## config.mk

```make
export PLATFORM = sky130hd
export DESIGN_NAME = mm3_front
export DESIGN_NICKNAME = d
export VERILOG_FILES = /design/src/hdl/murmur3_128bit_stream_hash_top_assert.svh /design/src/hdl/mm3_pkg.sv /design/src/hdl/mm3_front.sv
export SDC_FILE = /design/constraint.sdc
export NUM_CORES = 1
export LEC_CHECK = 0
export BUFFER_PORTS_ARGS = -buffer_cell sky130_fd_sc_hd__buf_4
export CORE_UTILIZATION = 52
export DETAILED_ROUTE_END_ITERATION = 6
export PLACE_DENSITY = 0.79
export SYNTH_ARGS = -nofsm -noshare
export SYNTH_HDL_FRONTEND = slang
export SYNTH_SLANG_ARGS = --single-unit
export TNS_END_PERCENT = 20
```

## constraint.sdc

```tcl
create_clock -name i_clk -period 5.9 [get_ports i_clk]
set_input_delay 0.885 -clock i_clk [delete_from_list [all_inputs] [get_ports i_clk]]
set_output_delay 0.885 -clock i_clk [all_outputs]
set_load 0.02 [all_outputs]
```

## src/hdl/murmur3_128bit_stream_hash_top_assert.svh

```systemverilog
// Assertion macros for the murmur3 stream hash
`ifndef MURMUR3_128BIT_STREAM_HASH_TOP_ASSERT_SVH
`define MURMUR3_128BIT_STREAM_HASH_TOP_ASSERT_SVH
// implication checked on every rising clock edge outside reset
`define MM3_ASSERT_IMP(lbl, clk, rst_n, a, c) \
    lbl: assert property (@(posedge clk) disable iff (!rst_n) (a) |-> (c)) \
        else $error("assertion failed");
// next-cycle implication
`define MM3_ASSERT_NEXT(lbl, clk, rst_n, a, c) \
    lbl: assert property (@(posedge clk) disable iff (!rst_n) (a) |=> (c)) \
        else $error("assertion failed");
`endif

```

## src/hdl/mm3_pkg.sv

```systemverilog
// Package: constants, types and mixing functions for the murmur3 stream hash
`default_nettype none
package mm3_pkg;
    localparam int LENGTH_BITS = 31;
    localparam logic [63:0] MUL_A = 64'h87c37b91114253d5;
    localparam logic [63:0] MUL_B = 64'h4cf5ad432745937f;
    localparam logic [63:0] ADD_ONE = 64'h0000000052dce729;
    localparam logic [63:0] ADD_TWO = 64'h0000000038495ab5;
    localparam logic [63:0] FIN_A = 64'hff51afd7ed558ccd;
    localparam logic [63:0] FIN_B = 64'hc4ceb9fe1a85ec53;
    localparam logic [31:0] SEED_RESET = 32'hc70f6907;

    // classified word handed from front to back
    typedef struct packed {
        logic [63:0] lo;
        logic [63:0] hi;
        logic [4:0]  count;
        logic        last;
    } t_word;

    function automatic logic [63:0] rotl(input logic [63:0] v, input int s);
        rotl = (v << s) | (v >> (64 - s));
    endfunction

    function automatic logic [63:0] byte_mask(input logic [3:0] n);
        logic [63:0] m;
        m = '1;
        if (n < 4'd8) m = ~(m << {n[2:0], 3'b000});
        byte_mask = m;
    endfunction
endpackage
`default_nettype wire

```

## src/hdl/mm3_front.sv

```systemverilog
// Front end: word intake, byte count clamp and two-entry queue
`default_nettype none
module mm3_front (
    input  wire logic          i_clk,
    input  wire logic          i_rst_n,
    input  wire logic          i_valid,
    output logic               o_ready,
    input  wire logic [63:0]   i_lo,
    input  wire logic [63:0]   i_hi,
    input  wire logic [4:0]    i_count,
    input  wire logic          i_last,
    output logic               o_valid,
    input  wire logic          i_ready,
    output mm3_pkg::t_word     o_word
);
    mm3_pkg::t_word r_q [2];
    logic            r_wp, r_rp;
    logic [1:0]      r_cnt;
    mm3_pkg::t_word  w_in;
    logic            w_push, w_pop;

    always_comb begin
        w_in.lo    = i_lo;
        w_in.hi    = i_hi;
        w_in.last  = i_last;
        w_in.count = (!i_last || i_count > 5'd16) ? 5'd16 : i_count;
    end

    assign o_ready = (r_cnt != 2'd2);
    assign o_valid = (r_cnt != 2'd0);
    assign o_word  = r_q[r_rp];
    assign w_push  = i_valid && o_ready;
    assign w_pop   = o_valid && i_ready;

    always_ff @(posedge i_clk) begin
        if (w_push) r_q[r_wp] <= w_in;
        if (!i_rst_n) begin
            r_wp  <= 1'b0;
            r_rp  <= 1'b0;
            r_cnt <= 2'd0;
        end else begin
            if (w_push) r_wp <= ~r_wp;
            if (w_pop)  r_rp <= ~r_rp;
            r_cnt <= r_cnt + {1'b0, w_push} - {1'b0, w_pop};
        end
    end
endmodule
`default_nettype wire

```

Word-level counts from Yosys, hierarchy flattened
Memory sizes are Yosys's and may differ from the RTL's. A register that Yosys moved wholly into a read port is not among the register bits.
Cells that the tools add are included.
{"block": "op_classes", "muxes": 5, "reduce_logical": 5, "n_bitwise": 2, "order_cmp": 1, "add_sub_neg": 2, "n_eq_ne": 1}
{"operator": "greater-than comparator 5 bit (second input constant)", "count": 1}
{"operator": "two-way mux 5 bit", "count": 1}
{"operator": "two-way mux 1 bit", "count": 4}
{"operator": "adder 2 x 1 -> 2 bit", "count": 1}
{"operator": "logical AND 1 bit", "count": 2}
{"operator": "!= test 2 bit (second input constant)", "count": 1}
{"operator": "inverter 1 bit", "count": 2}
{"operator": "nonzero test 2 bit", "count": 1}
{"operator": "subtractor 2 x 1 -> 2 bit", "count": 1}
{"operator": "logical NOT 1 bit", "count": 1}
{"operator": "logical OR 1 bit", "count": 1}
{"block": "totals", "mem_bits_rw": 268, "mem_count": 1, "regBits": 4}
{"name": "r_q", "depth": 2, "word_bits": 134, "rd": 1, "rd_clocked_by_memory_dff": 1, "write_ports": 1, "line": "mm3_front.sv:16", "text": "mm3_pkg::t_word r_q [2];"}

Longest topological paths before layout
Gate-level depths: netlist of the first run.
{"block": "depth", "depth_word": 4, "mapped_depth": 6, "depth_no_buf": 6}

Worst setup path after synthesis of the first run
Ideal clock, no wire load.
{"block": "synth_timing", "kind": "input to register", "from": "input i_valid", "to": "memory r_q[1][0] in the netlist's numbering (enable)", "required_time_ns": 5.390, "setup_ns": 0.510, "setup_slack_ns": 1.373, "cell_stages": 1, "arrival_ns": 4.017, "n_path_buf": 0, "path_cell_list": "and3_1"}
{"block": "synth_between", "elab_chain_cells": 3}
{"item": "start, declared", "line": "mm3_front.sv:6", "text": "input wire logic i_valid,"}
{"item": "logical AND 1 bit", "line": "mm3_front.sv:32", "text": "assign w_push = i_valid && o_ready;"}
{"item": "two-way mux 1 bit", "line": "mm3_front.sv:36", "text": "if (w_push) r_q[r_wp] <= w_in;"}
{"item": "two-way mux 1 bit (implied by the code)", "line": "mm3_front.sv:36"}
{"item": "end, declared", "line": "mm3_front.sv:16"}
No other way between the ends.

==> results of run 1 <==
==> cell families after synthesis <==
| family | count (synthesis) | synth area share [%] |
|---|---|---|
| adder cells (fa/ha/maj) | 1 | 0.123 |
| AO/OA/AOI/OAI | 7 | 0.527 |
| AND/OR/NAND/NOR | 18 | 1.03 |
| multiplexers | 135 | 17.1 |
| XOR/XNOR | 1 | 0.0858 |
| flip-flops | 273 | 79.8 |
| buffers and inverters | 17 | 1.30 |
==> through the flow <==
step | utilization (%) | area [sq um] | setup WS (ns) | power, mW
after floorplan | - | 10200 | 1.37 | 3.38
after global placement | 66.0 | 12500 | 2.81 | 3.86
after detailed placement | 66.0 | 12500 | 2.73 | 3.90
after CTS | 70.0 | 13300 | 2.33 | 5.38
after global routing | 70.0 | 13300 | 2.27 | 5.52
final | 70.0 | 13300 | 2.40 | 5.32
==> Yosys cell counts <==
cell type	n	area, sq um
edfxtp_1	268	8050
mux2_2	74	833
mux2_4	60	901
buf_6	8	90.1
and2_1	7	43.8
buf_2	7	35.0
dfxtp_1	5	100
a21bo_2	2	20.0
inv_1	2	7.51
nand2b_1	2	12.5
nor2_1	2	7.51
nor2b_1	2	12.5
o21ai_0	2	10.0
a211oi_1	1	7.51
a21boi_0	1	7.51
a32oi_1	1	8.76
and3_1	1	6.26
ha_1	1	12.5
mux2i_1	1	10.0
nand2_1	1	3.75
nand3_1	1	5.00
nand3b_1	1	7.51
or2_2	1	6.26
xnor2_1	1	8.76
==> metal layers <==
layer | vias up | GRT usage [%]
met3 | 28 | 5.85
met4 | 0 | 4.02
met5 | - | 0
met1 | 2544 | 21.3
li1 | 2365 | -
met2 | 210 | 32.3
==> path summary, 6_finish.rpt <==
path	start	endpoint	cells past startpoint
setup / recovery	flip-flop	o_word[61]	3
hold / removal	i_lo[2]	r_q[1][72]$_DFFE_PP_	1
setup reg to reg	r_cnt[0]$_SDFF_PN0_	r_q[1][127]$_DFFE_PP_	3
hold reg to reg	r_rp$_SDFFE_PN0P_	flip-flop	2
==> flip-flops by register name (all words and copies together) (netlist names), named ones only <==
name / count
r_cnt: 2
r_q: 268
r_rp: 1
r_wp: 1
==> worst reg2reg max path, delay by kind of cell, from the launching register on <==
kind / cells / cell delay (ns)
buffers and inverters: 1 / 0.74
flip-flops: 1 / 0.46
AND/OR/NAND/NOR: 2 / 1.20
==> final cells by class <==
| cell class | instances | area, sq um | share of cell area (%) |
|---|---|---|---|
| Clock buffer | 34 | 702 | 5.29 |
| Inverter | 2 | 12.5 | 0.0943 |
| Tap cell | 260 | 325 | 2.45 |
| Timing Repair Buffer | 276 | 2080 | 15.7 |
| Sequential cell | 273 | 8150 | 61.5 |
| Multi-Input combinational cell | 162 | 1930 | 14.5 |
| Clock inverter | 13 | 56.3 | 0.425 |
==> cells in the final DEF, fill, tap and decap left out <==
cell type,n
dfxtp_4,1
clkbuf_1,7
and3_4,1
buf_4,275
nand2b_1,2
mux2i_1,1
and2_1,7
edfxtp_1,268
a32oi_1,1
mux2_2,74
o21ai_0,2
nand3b_1,1
nand2_1,1
mux2_4,60
nor2_1,2
clkinv_1,7
nand3_1,1
clkinv_2,6
a211oi_1,1
ha_1,1
a21boi_0,1
dfxtp_1,4
inv_1,1
nor2b_1,2
or2_2,1
inv_6,1
clkbuf_16,27
a21bo_2,2
buf_12,1
xnor2_1,1
==> power by group <==
group | switching, mW | leakage (nW) | internal, mW
Combinational | 0.685 | 2.11 | 0.683
Sequential | 0.108 | 2.55 | 2.36
Clock | 0.645 | 0.375 | 0.834
Total | 1.44 | 5.04 | 3.88
==> insert_results.sql, run 1 <==
INSERT INTO impl_metrics (metric_group, metric, value, unit) VALUES
('sta', 'final.hold.worst_slack', '0.560', 'ns'),
('global_route', 'number_of_global_route_vias_before_repair', '5378', ''),
('setup_path', 'worstPathRequired', '5.02', 'ns'),
('final_layout', 'fin_nets', '881', ''),
('routing', 'drt-vias-per-instance', '5.05', ''),
('logic_synthesis', 'post_synth_cell_types', '24', ''),
('clock_network', 'post_cts_resize_count', '0', ''),
('clock_network', 'tritoncts.num_buffers', '27', ''),
('placed_design', 'gp_congestion', '0.743', ''),
('logic_synthesis', 'seq_area_frac_synth', '79.8', '%'),
('logic_synthesis', 'postSynthRegisterBits', '273', ''),
('setup_path', 'critical_path.endpoint_type', 'output pin', ''),
('setup_path', 'startpoint_kind_of_the_worst_setup_timing_path', 'flip-flop', ''),
('routing', 'postRouteWirelength', '18900', 'microns'),
('placed_design', 'placedCellCount', '973', ''),
('clock_network', 'clock_tree_from_tritoncts', 'yes', ''),
('routing', 'dr.max_layer_used', 'met4', ''),
('routing', 'met3WireLength', '1760', 'microns'),
('final_layout', 'layout.cells.non_filler', '1020', ''),
('global_route', 'grt_remaining_overflow', '0', ''),
('flow_run', 'max_cap_viol_count', '0', ''),
('routing', 'drtAntennaViolNets', '0', ''),
('setup_path', 'timing.setup.critical_path_class', 'flip-flop to output pin', ''),
('setup_path', 'worst_ep_arrival_time', '2.61', 'ns'),
('placed_design', 'placement.io_buffers', '273', ''),
('clock_network', 'hold_buffers', '0', ''),
('sta', 'layout_min_cycle_time', '3.50', 'ns'),
('sta', 'worst_slew_pin_slew', '1.13', 'ns'),
('sta', 'drv_slew', '0', ''),
('sta', 'share_of_the_clock_period_used_by_the_worst_path_after_layout', '59.3', '%'),
('final_layout', 'layout-area-overhead-vs-synth', '30.0', '%'),
('sta', 'grt_setup_unrepaired', 'false', ''),
('setup_path', 'worstPathMaxFanout', '68', ''),
('setup_path', 'ordered_cell_list_for_the_critical_path', 'buf_12, mux2_2, buf_4', ''),
('routing', 'met1_length', '7150', 'microns'),
('clock_network', 'worst_skew_pair.late_latency', '0.50', 'ns'),
('sta', 'finalSetupViolCount', '0', ''),
('die', 'core', '0.0190', 'sq mm'),
('die', 'number_of_placement_rows', '50', ''),
('die', 'design.die.area', '0.0202', 'sq mm'),
('sta', 'setup_tns', '0', 'ns'),
('pwr', 'worst_ir_drop_vdd', '255', 'uV'),
('die', 'die_y', '142', 'microns'),
('final_layout', 'nFillCells', '1197', ''),
('global_route', 'grt_start_max_net_pins', '86', ''),
('routing', 'detail_route.wl_per_cell', '18.5', 'microns'),
('clock_network', 'ctsLongestPathBuffers', '3', ''),
('clock_network', 'clock-sinks', '273', ''),
('routing', 'met2_wire_len', '9670', 'microns'),
('global_route', 'antenna_found_initial', '0', ''),
('routing', 'detailedRoute.firstIterationViolations', '183', ''),
('pwr', 'leakagePower', '5.04', 'nW'),
('die', 'dieWidth', '142', 'microns'),
('routing', 'via_count', '5147', ''),
('setup_path', 'worst_path_largest_cell_delay', '1.02', 'ns'),
('clock_network', 'root_buffer', 'clkbuf_16', ''),
('final_layout', 'antenna_cells_inserted', '0', ''),
('final_layout', 'post_route_cells_drive_above_1_share', '59.1', '%'),
('hold_path', 'min-delay-path-class', 'primary input to flip-flop', ''),
('logic_synthesis', 'yosysWarningCount', '0', ''),
('logic_synthesis', 'syn_inst', '452', ''),
('placed_design', 'dp_hpwl', '12500', 'microns'),
('setup_path', 'path_delay_family', 'flip-flops', ''),
('pwr', 'pwr_density_cell', '401', 'mW/mm^2'),
('setup_path', 'crit_path_top_delay_cell', 'dfxtp_4', ''),
('status', 'run_status', 'complete, no violations', ''),
('setup_path', 'worst_path_buf_inv', '2', ''),
('sta', 'max_clock_freq', '286', 'MHz'),
('clock_network', 'post-cts-setup-buffer-count', '0', ''),
('sta', 'final_hold_viol_count', '0', ''),
('sta', 'slew-limit-headroom', '24.9', '%'),
('logic_synthesis', 'synth.avg_cell_area', '22.6', 'sq um'),
('logic_synthesis', 'synth.net_count', '591', ''),
('sta', 'worst_clock_skew', '0.00585', 'ns'),
('die', 'initial_core_util', '53.8', '%'),
('routing', 'drt_pass1_iterations', '4', ''),
('routing', 'drc', '0', ''),
('setup_path', 'r2r_setup_slack', '3.10', 'ns'),
('logic_synthesis', 'syn-cell-area', '0.0102', 'sq mm'),
('clock_network', 'clock_tree.htree_level_count', '1', ''),
('global_route', 'global_route.usage.total', '18.1', '%'),
('global_route', 'grt_pass1_wl', '28000', 'microns'),
('clock_network', 'clk_pin_slew_worst_paths', '0.06', 'ns'),
('die', 'io_pins', '274', '');
(Power assumes the default switching activity.)
==> run 2: changes to the inputs <==
Settings changed: ABC_AREA set to 1, CORE_UTILIZATION 52 to 47, PLACE_DENSITY 0.79 to 0.75.
Clock period 5.9 ns to 2.85 ns, I/O delays scaled along.
==> run 2 against run 1 <==
Setup slack lost 2.0 ns. Sequential cell count is the same. Critical path type unchanged. Highest routed layer unchanged. Final cell count grew 3.1%. Via count grew 0.62%. Count of clock-buffer cells in the layout grew 3.
==> insert_results.sql, run 2 <==
INSERT INTO impl_metrics (metric_group, metric, value, unit) VALUES
('clock_network', 'clock_tree_from_tritoncts', 'yes', ''),
('final_layout', 'largestRegisters', 'r_q: 268 flops, r_cnt: 2 flops', ''),
('setup_path', 'timing.setup.critical_path_class', 'flip-flop to output pin', ''),
('pwr', 'p_int', '9.00', 'mW'),
('logic_synthesis', 'post_synth_most_frequent_cells', 'edfxtp_1, mux2_2, mux2_4', ''),
('global_route', 'grt_remaining_overflow', '0', ''),
('sta', 'final_hold_viol_count', '0', ''),
('hold_path', 'min_from', 'i_hi[50]', ''),
('logic_synthesis', 'syn_inst', '462', ''),
('flow_run', 'max_cap_viol_count', '0', ''),
('die', 'dieWidth', '149', 'microns'),
('logic_synthesis', 'largest_area_contributor_in_the_netlist', 'edfxtp_1', ''),
('routing', 'via_count', '5179', ''),
('routing', 'detail_route.wl_per_cell', '17.9', 'microns'),
('logic_synthesis', 'synth_top_cell_area_share', '79.1', '%'),
('final_layout', 'final_cell_mix', 'buf_4, edfxtp_1, mux2_2, mux2_4, clkbuf_16', ''),
('setup_path', 'timing.reg2reg.worst_path_depth', '10', ''),
('logic_synthesis', 'synth_async_sr_flop_share', '0', '%'),
('pwr', 'clkPwrFrac', '28.9', '%'),
('die', 'design.die.area', '0.0222', 'sq mm'),
('sta', 'final.hold.worst_slack', '0.0802', 'ns'),
('hold_path', 'min-delay-path-class', 'primary input to flip-flop', ''),
('logic_synthesis', 'synth.avg_cell_area', '22.0', 'sq um'),
('pwr', 'pwr-share-seq', '42.3', '%'),
('placed_design', 'dp_hpwl', '12400', 'microns'),
('setup_path', 'worst_r2r_startpoint', 'r_cnt[1]$_SDFF_PN0_', ''),
('logic_synthesis', 'seq_area_frac_synth', '80.1', '%'),
('clock_network', 'ctsLongestPathBuffers', '3', ''),
('setup_path', 'r2r_setup_slack', '1.18', 'ns'),
('clock_network', 'post_cts_resize_count', '0', ''),
('setup_path', 'capture_point_of_the_worst_reg_to_reg_path', 'r_cnt[1]$_SDFF_PN0_', ''),
('hold_path', 'worst_hold_path.num_cells', '1', ''),
('global_route', 'antenna_found_initial', '0', ''),
('die', 'core', '0.0212', 'sq mm'),
('logic_synthesis', 'synth_most_common_cell', 'edfxtp_1', ''),
('logic_synthesis', 'synth_edf_count', '268', ''),
('sta', 'finalSetupViolCount', '0', ''),
('sta', 'slew-limit-headroom', '68.8', '%'),
('pwr', 'power.combinational.fraction', '28.7', '%'),
('clock_network', 'hold_buffers', '0', ''),
('clock_network', 'post-cts-setup-buffer-count', '0', ''),
('clock_network', 'tritoncts.num_buffers', '28', ''),
('final_layout', 'mostFrequentLayoutCell', 'buf_4', ''),
('routing', 'postRouteWirelength', '18800', 'microns'),
('final_layout', 'largest_reg_flops', '268', ''),
('pwr', 'leakagePower', '5.20', 'nW'),
('final_layout', 'final_core_area_utilization', '63.9', '%'),
('final_layout', 'antenna_cells_inserted', '0', ''),
('logic_synthesis', 'synth.net_count', '601', ''),
('sta', 'max_clock_freq', '404', 'MHz'),
('global_route', 'number_of_global_route_vias_before_repair', '5460', ''),
('die', 'io_pins', '274', ''),
('global_route', 'grt_pass1_wl', '27900', 'microns'),
('die', 'initial_core_util', '48.1', '%'),
('logic_synthesis', 'post_synth_cell_types', '14', ''),
('final_layout', 'largest_register', 'r_q', ''),
('clock_network', 'root_buffer', 'clkbuf_16', ''),
('logic_synthesis', 'syn-cell-area', '0.0102', 'sq mm'),
('global_route', 'grt_start_max_net_pins', '80', ''),
('sta', 'worst_slew_pin_slew', '0.468', 'ns'),
('logic_synthesis', 'yosysWarningCount', '0', ''),
('final_layout', 'layout-area-overhead-vs-synth', '32.9', '%'),
('sta', 'drv_slew', '0', ''),
('logic_synthesis', 'netlist_top_cells_area', 'edfxtp_1, mux2_4, mux2_2', ''),
('sta', 'share_of_the_clock_period_used_by_the_worst_path_after_layout', '86.9', '%'),
('clock_network', 'clock-sinks', '273', ''),
('pwr', 'p_switching', '3.44', 'mW'),
('die', 'die_y', '149', 'microns'),
('sta', 'grt_setup_unrepaired', 'false', ''),
('status', 'run_status', 'complete, no violations', ''),
('clock_network', 'worst_skew_pair.late_latency', '0.53', 'ns'),
('final_layout', 'post_route_cells_drive_above_1_share', '59.1', '%'),
('placed_design', 'gp_congestion', '0.745', ''),
('setup_path', 'startpoint_kind_of_the_worst_setup_timing_path', 'flip-flop', ''),
('setup_path', 'worst_ep_arrival_time', '2.05', 'ns'),
('clock_network', 'clk_pin_slew_worst_paths', '0.06', 'ns'),
('global_route', 'global_route.usage.total', '16.3', '%'),
('setup_path', 'worstPathMaxFanout', '60', ''),
('hold_path', 'min_delay_worst_endpoint', 'r_q[0][56]$_DFFE_PP_', ''),
('sta', 'layout_min_cycle_time', '2.48', 'ns'),
('routing', 'drtAntennaViolNets', '0', ''),
('setup_path', 'critical_path.endpoint_type', 'output pin', ''),
('sta', 'worst_clock_skew', '0.0180', 'ns'),
('placed_design', 'placement.io_buffers', '273', ''),
('logic_synthesis', 'postSynth.topFlopCell', 'edfxtp_1', ''),
('final_layout', 'fin_nets', '895', ''),
('clock_network', 'clock_tree.htree_level_count', '1', ''),
('routing', 'drc', '0', ''),
('pwr', 'pwr_density_cell', '920', 'mW/mm^2'),
('routing', 'drt-vias-per-instance', '4.92', ''),
('logic_synthesis', 'postSynthRegisterBits', '273', ''),
('pwr', 'p_sw_share', '27.7', '%'),
('routing', 'drt_pass1_iterations', '4', ''),
('routing', 'detailedRoute.firstIterationViolations', '239', ''),
('die', 'number_of_placement_rows', '53', ''),
('setup_path', 'worstPathRequired', '2.42', 'ns'),
('pwr', 'worst_ir_drop_vdd', '631', 'uV');
==> run 2: changes by cell type in the layout (fill, tap and decap cells not counted), sizes merged, moves of 2 or more <==
cell	change
clkbuf	+3
nand2b	-2
nor2b	-2
a21bo	-2
bufinv	+4
clkinv	-3
buf	+3
nand2	+11
inv	+9
o21ai	-2
nor2	+9
and2	-7
==> run 2: logic make-up after synthesis <==
family                     after synthesis  synth area share (%)
AOI/OAI and AO/OA                        1                0.0491
xor gates and xnor gates                 1                0.0861
adders and majority gates                1                 0.123
buffers and inverters                   26                  1.64
DFF                                    273                  80.1
muxes                                  134                  17.0
and+or+nand+nor                         26                  1.01
==> run 2: cell type report <==
type | instances | area (sq um)
inverters | 11 | 41.3
flip-flops and latches | 273 | 8150
fillers | 1434 | 7630
multi-input cells | 163 | 1890
repair buffers | 279 | 2170
clock inverters | 14 | 169
well taps | 275 | 344
clock buffers | 37 | 756
==> run 2: routing by layer <==
metal  GRT usage, %  wire length [microns]
met5              0                      0
met4           5.51                    444
met3           4.86                   1690
met2           29.0                   9670
met1           18.7                   7020
==> run 2: power groups by stage <==
stage / logic [mW] / registers (mW) / clock network (mW)
detailed placement: 3.60 / 5.35 / 0
CTS: 3.62 / 5.27 / 3.69
global route: 3.78 / 5.31 / 3.83
finish: 3.57 / 5.27 / 3.60
floorplan: 2.29 / 5.30 / 0
global placement: 3.55 / 5.31 / 0
==> run 2: worst max path at each step <==
stage / from / endpoint / slack, ns / cells past startpoint
2_1_floorplan: r_cnt[0]$_SDFF_PN0_ / r_q[1][0]$_DFFE_PP_ / -0.13 / 4
3_3_place_gp: flip-flop / o_word[2] / 0.96 / 3
3_5_place_dp: flip-flop / o_word[2] / 0.93 / 3
4_1_cts: flip-flop / o_word[2] / 0.37 / 3
5_1_grt: flip-flop / o_word[2] / 0.31 / 3
6_report: flip-flop / o_word[2] / 0.37 / 3
==> run 2: through the flow <==
step           setup TNS, ns  total power, mW  area, sq um  setup slack (ns)  instances
2_1_floorplan         -31.39             7.60        10200            -0.132        462
3_3_place_gp               0             8.86        12600             0.955       1001
3_5_place_dp               0             8.96        12600             0.935       1001
4_1_cts                    0             12.6        13500             0.366       1052
5_1_grt                    0             12.9        13500             0.306       1052
6_report                   0             12.4        13500             0.375       1052
==> run 2: critical path, cell delays in order, from the launching register on <==
cell	delay, ns
dfxtp_4	0.50
buf_12	0.38
mux2_2	0.39
buf_4	0.16
==> run 3: changes to the inputs <==
Settings changed: PLACE_DENSITY 0.75 to 0.82.
==> run 3 against run 2 <==
Routed wire length rose by 1.7%. Power fell by 4.2%. First-iteration DRC count fell by 15%. Register-to-register slack got worse by 0.14 ns. Cell area fell by 1.4%. Die area did not move. Global-route usage rose by 0.32 points. Count of clock-buffer cells in the layout fell by 4. Sequential cell count did not move.
==> insert_results.sql, run 3 (synthesis results as in run 2) <==
INSERT INTO impl_metrics (metric_group, metric, value, unit) VALUES
('setup_path', 'worstPathRequired', '2.42', 'ns'),
('routing', 'postRouteWirelength', '19100', 'microns'),
('final_layout', 'fin_nets', '893', ''),
('die', 'design.die.area', '0.0222', 'sq mm'),
('sta', 'grt_setup_unrepaired', 'false', ''),
('pwr', 'leakagePower', '5.11', 'nW'),
('sta', 'max_clock_freq', '424', 'MHz'),
('clock_network', 'ctsLongestPathBuffers', '3', ''),
('final_layout', 'layout.cells.non_filler', '1046', ''),
('die', 'dieWidth', '149', 'microns'),
('final_layout', 'final_design_area_no_fill', '0.0133', 'sq mm'),
('routing', 'drt-vias-per-instance', '4.93', ''),
('sta', 'setup_tns', '0', 'ns'),
('hold_path', 'worst_hold_path.num_cells', '1', ''),
('global_route', 'use_met3', '4.22', '%'),
('sta', 'drv_slew', '0', ''),
('routing', 'drc', '0', ''),
('sta', 'slew-limit-headroom', '40.6', '%'),
('clock_network', 'clk_pin_slew_worst_paths', '0.06', 'ns'),
('placed_design', 'dp_hpwl', '12400', 'microns'),
('final_layout', 'post_route_cells_drive_above_1_share', '58.7', '%'),
('global_route', 'grt_remaining_overflow', '0', ''),
('sta', 'final_hold_viol_count', '0', ''),
('pwr', 'pwr_density_cell', '893', 'mW/mm^2'),
('die', 'initial_core_util', '48.1', '%'),
('routing', 'via_count', '5162', ''),
('global_route', 'use_met1', '19.8', '%'),
('setup_path', 'timing.reg2reg.worst_path_depth', '4', ''),
('routing', 'detail_route.wl_per_cell', '18.3', 'microns'),
('clock_network', 'clock-sinks', '273', ''),
('routing', 'drt_pass1_iterations', '4', ''),
('clock_network', 'clock_tree_from_tritoncts', 'yes', ''),
('placed_design', 'placement.io_buffers', '273', ''),
('sta', 'worst_clock_skew', '0.00798', 'ns'),
('final_layout', 'largest_reg_flops', '268', ''),
('final_layout', 'register_area', '0.00815', 'sq mm'),
('setup_path', 'worst_ep_arrival_time', '1.93', 'ns'),
('placed_design', 'post_dp_cell_area', '0.0126', 'sq mm'),
('clock_network', 'root_buffer', 'clkbuf_16', ''),
('sta', 'share_of_the_clock_period_used_by_the_worst_path_after_layout', '82.7', '%'),
('flow_run', 'max_cap_viol_count', '0', ''),
('final_layout', 'final_cell_mix', 'buf_4, edfxtp_1, mux2_2, mux2_4, clkbuf_16', ''),
('pwr', 'p_total', '11.9', 'mW'),
('sta', 'finalSetupViolCount', '0', ''),
('sta', 'final.hold.worst_slack', '0.0967', 'ns'),
('clock_network', 'post-cts-setup-buffer-count', '0', ''),
('final_layout', 'nFillCells', '1468', ''),
('final_layout', 'layout-area-overhead-vs-synth', '31.1', '%'),
('setup_path', 'worstPathMaxFanout', '82', ''),
('clock_network', 'post_cts_resize_count', '0', ''),
('die', 'number_of_placement_rows', '53', ''),
('final_layout', 'mostFrequentLayoutCell', 'buf_4', ''),
('sta', 'layout_min_cycle_time', '2.36', 'ns'),
('final_layout', 'largest_register', 'r_q', ''),
('global_route', 'grt_pass1_wl', '28300', 'microns'),
('clock_network', 'clock_tree.htree_level_count', '1', ''),
('global_route', 'antenna_found_initial', '1', ''),
('clock_network', 'worst_skew_pair.late_latency', '0.51', 'ns'),
('routing', 'detailedRoute.firstIterationViolations', '203', ''),
('sta', 'worst_slew_pin_slew', '0.890', 'ns'),
('setup_path', 'startpoint_kind_of_the_worst_setup_timing_path', 'flip-flop', ''),
('global_route', 'global_route.usage.total', '16.6', '%'),
('clock_network', 'tritoncts.num_buffers', '27', ''),
('placed_design', 'placedCellCount', '1000', ''),
('hold_path', 'min-delay-path-class', 'primary input to flip-flop', ''),
('die', 'die_y', '149', 'microns'),
('status', 'run_status', 'complete, no violations', ''),
('die', 'core', '0.0212', 'sq mm'),
('global_route', 'grt_start_max_net_pins', '136', ''),
('clock_network', 'hold_buffers', '0', ''),
('routing', 'drtAntennaViolNets', '0', ''),
('global_route', 'global_route.peak_usage_layer', 'met2', ''),
('global_route', 'number_of_global_route_vias_before_repair', '5363', ''),
('final_layout', 'largestRegisters', 'r_q: 268 flops, r_cnt: 2 flops', ''),
('final_layout', 'total_area_of_multi_input_combinational_cells', '0.00189', 'sq mm'),
('setup_path', 'timing.setup.critical_path_class', 'flip-flop to output pin', ''),
('setup_path', 'critical_path.endpoint_type', 'output pin', ''),
('global_route', 'global_routing_usage_on_met2', '29.1', '%'),
('placed_design', 'gp_congestion', '0.734', ''),
('pwr', 'worst_ir_drop_vdd', '525', 'uV'),
('die', 'io_pins', '274', '');
run 3: power by group:
part	internal, mW	switching [mW]
sequential	5.10	0.146
combinational	1.68	1.92
clock	1.72	1.35
run 3: critical path: stages (launching register included):
cell and delay, ns:
dfxtp_4 0.37, buf_12 0.39, mux2_2 0.40, buf_4 0.16
run 3: final timing paths:
kind                                        endpoint                 from  slack, ns
worst max-delay path                      o_word[69]            flip-flop       0.49
worst min-delay path            r_q[1][23]$_DFFE_PP_             i_hi[17]        0.1
worst max register to register   r_q[1][8]$_DFFE_PP_  r_cnt[1]$_SDFF_PN0_       1.04
worst min register to register             flip-flop    r_rp$_SDFFE_PN0P_       0.52
run 3: cell type report:
class                           count  share of cell area, %
Antenna cell                        1                 0.0188
Clock buffer                       33                   5.23
Clock inverter                     12                  0.422
Inverter                           11                  0.310
Multi-Input combinational cell    163                   14.2
Sequential cell                   273                   61.1
Tap cell                          275                   2.58
Timing Repair Buffer              278                   16.1
run 3: metrics by stage:
stage	setup WS (ns)	util, %
after CTS	0.468	63.0
after floorplan	-0.132	-
after global placement	1.02	59.5
after global routing	0.430	63.0
after detailed placement	1.03	59.5
final	0.494	63.1
run 3: layer usage:
metal / part of all wire (%) / routed length, microns / vias up
li1: - / - / 2387
met1: 38 / 7250 / 2535
met2: 52 / 9870 / 198
met3: 7.6 / 1450 / 42
met4: 2.9 / 557 / 0
met5: 0 / 0 / -
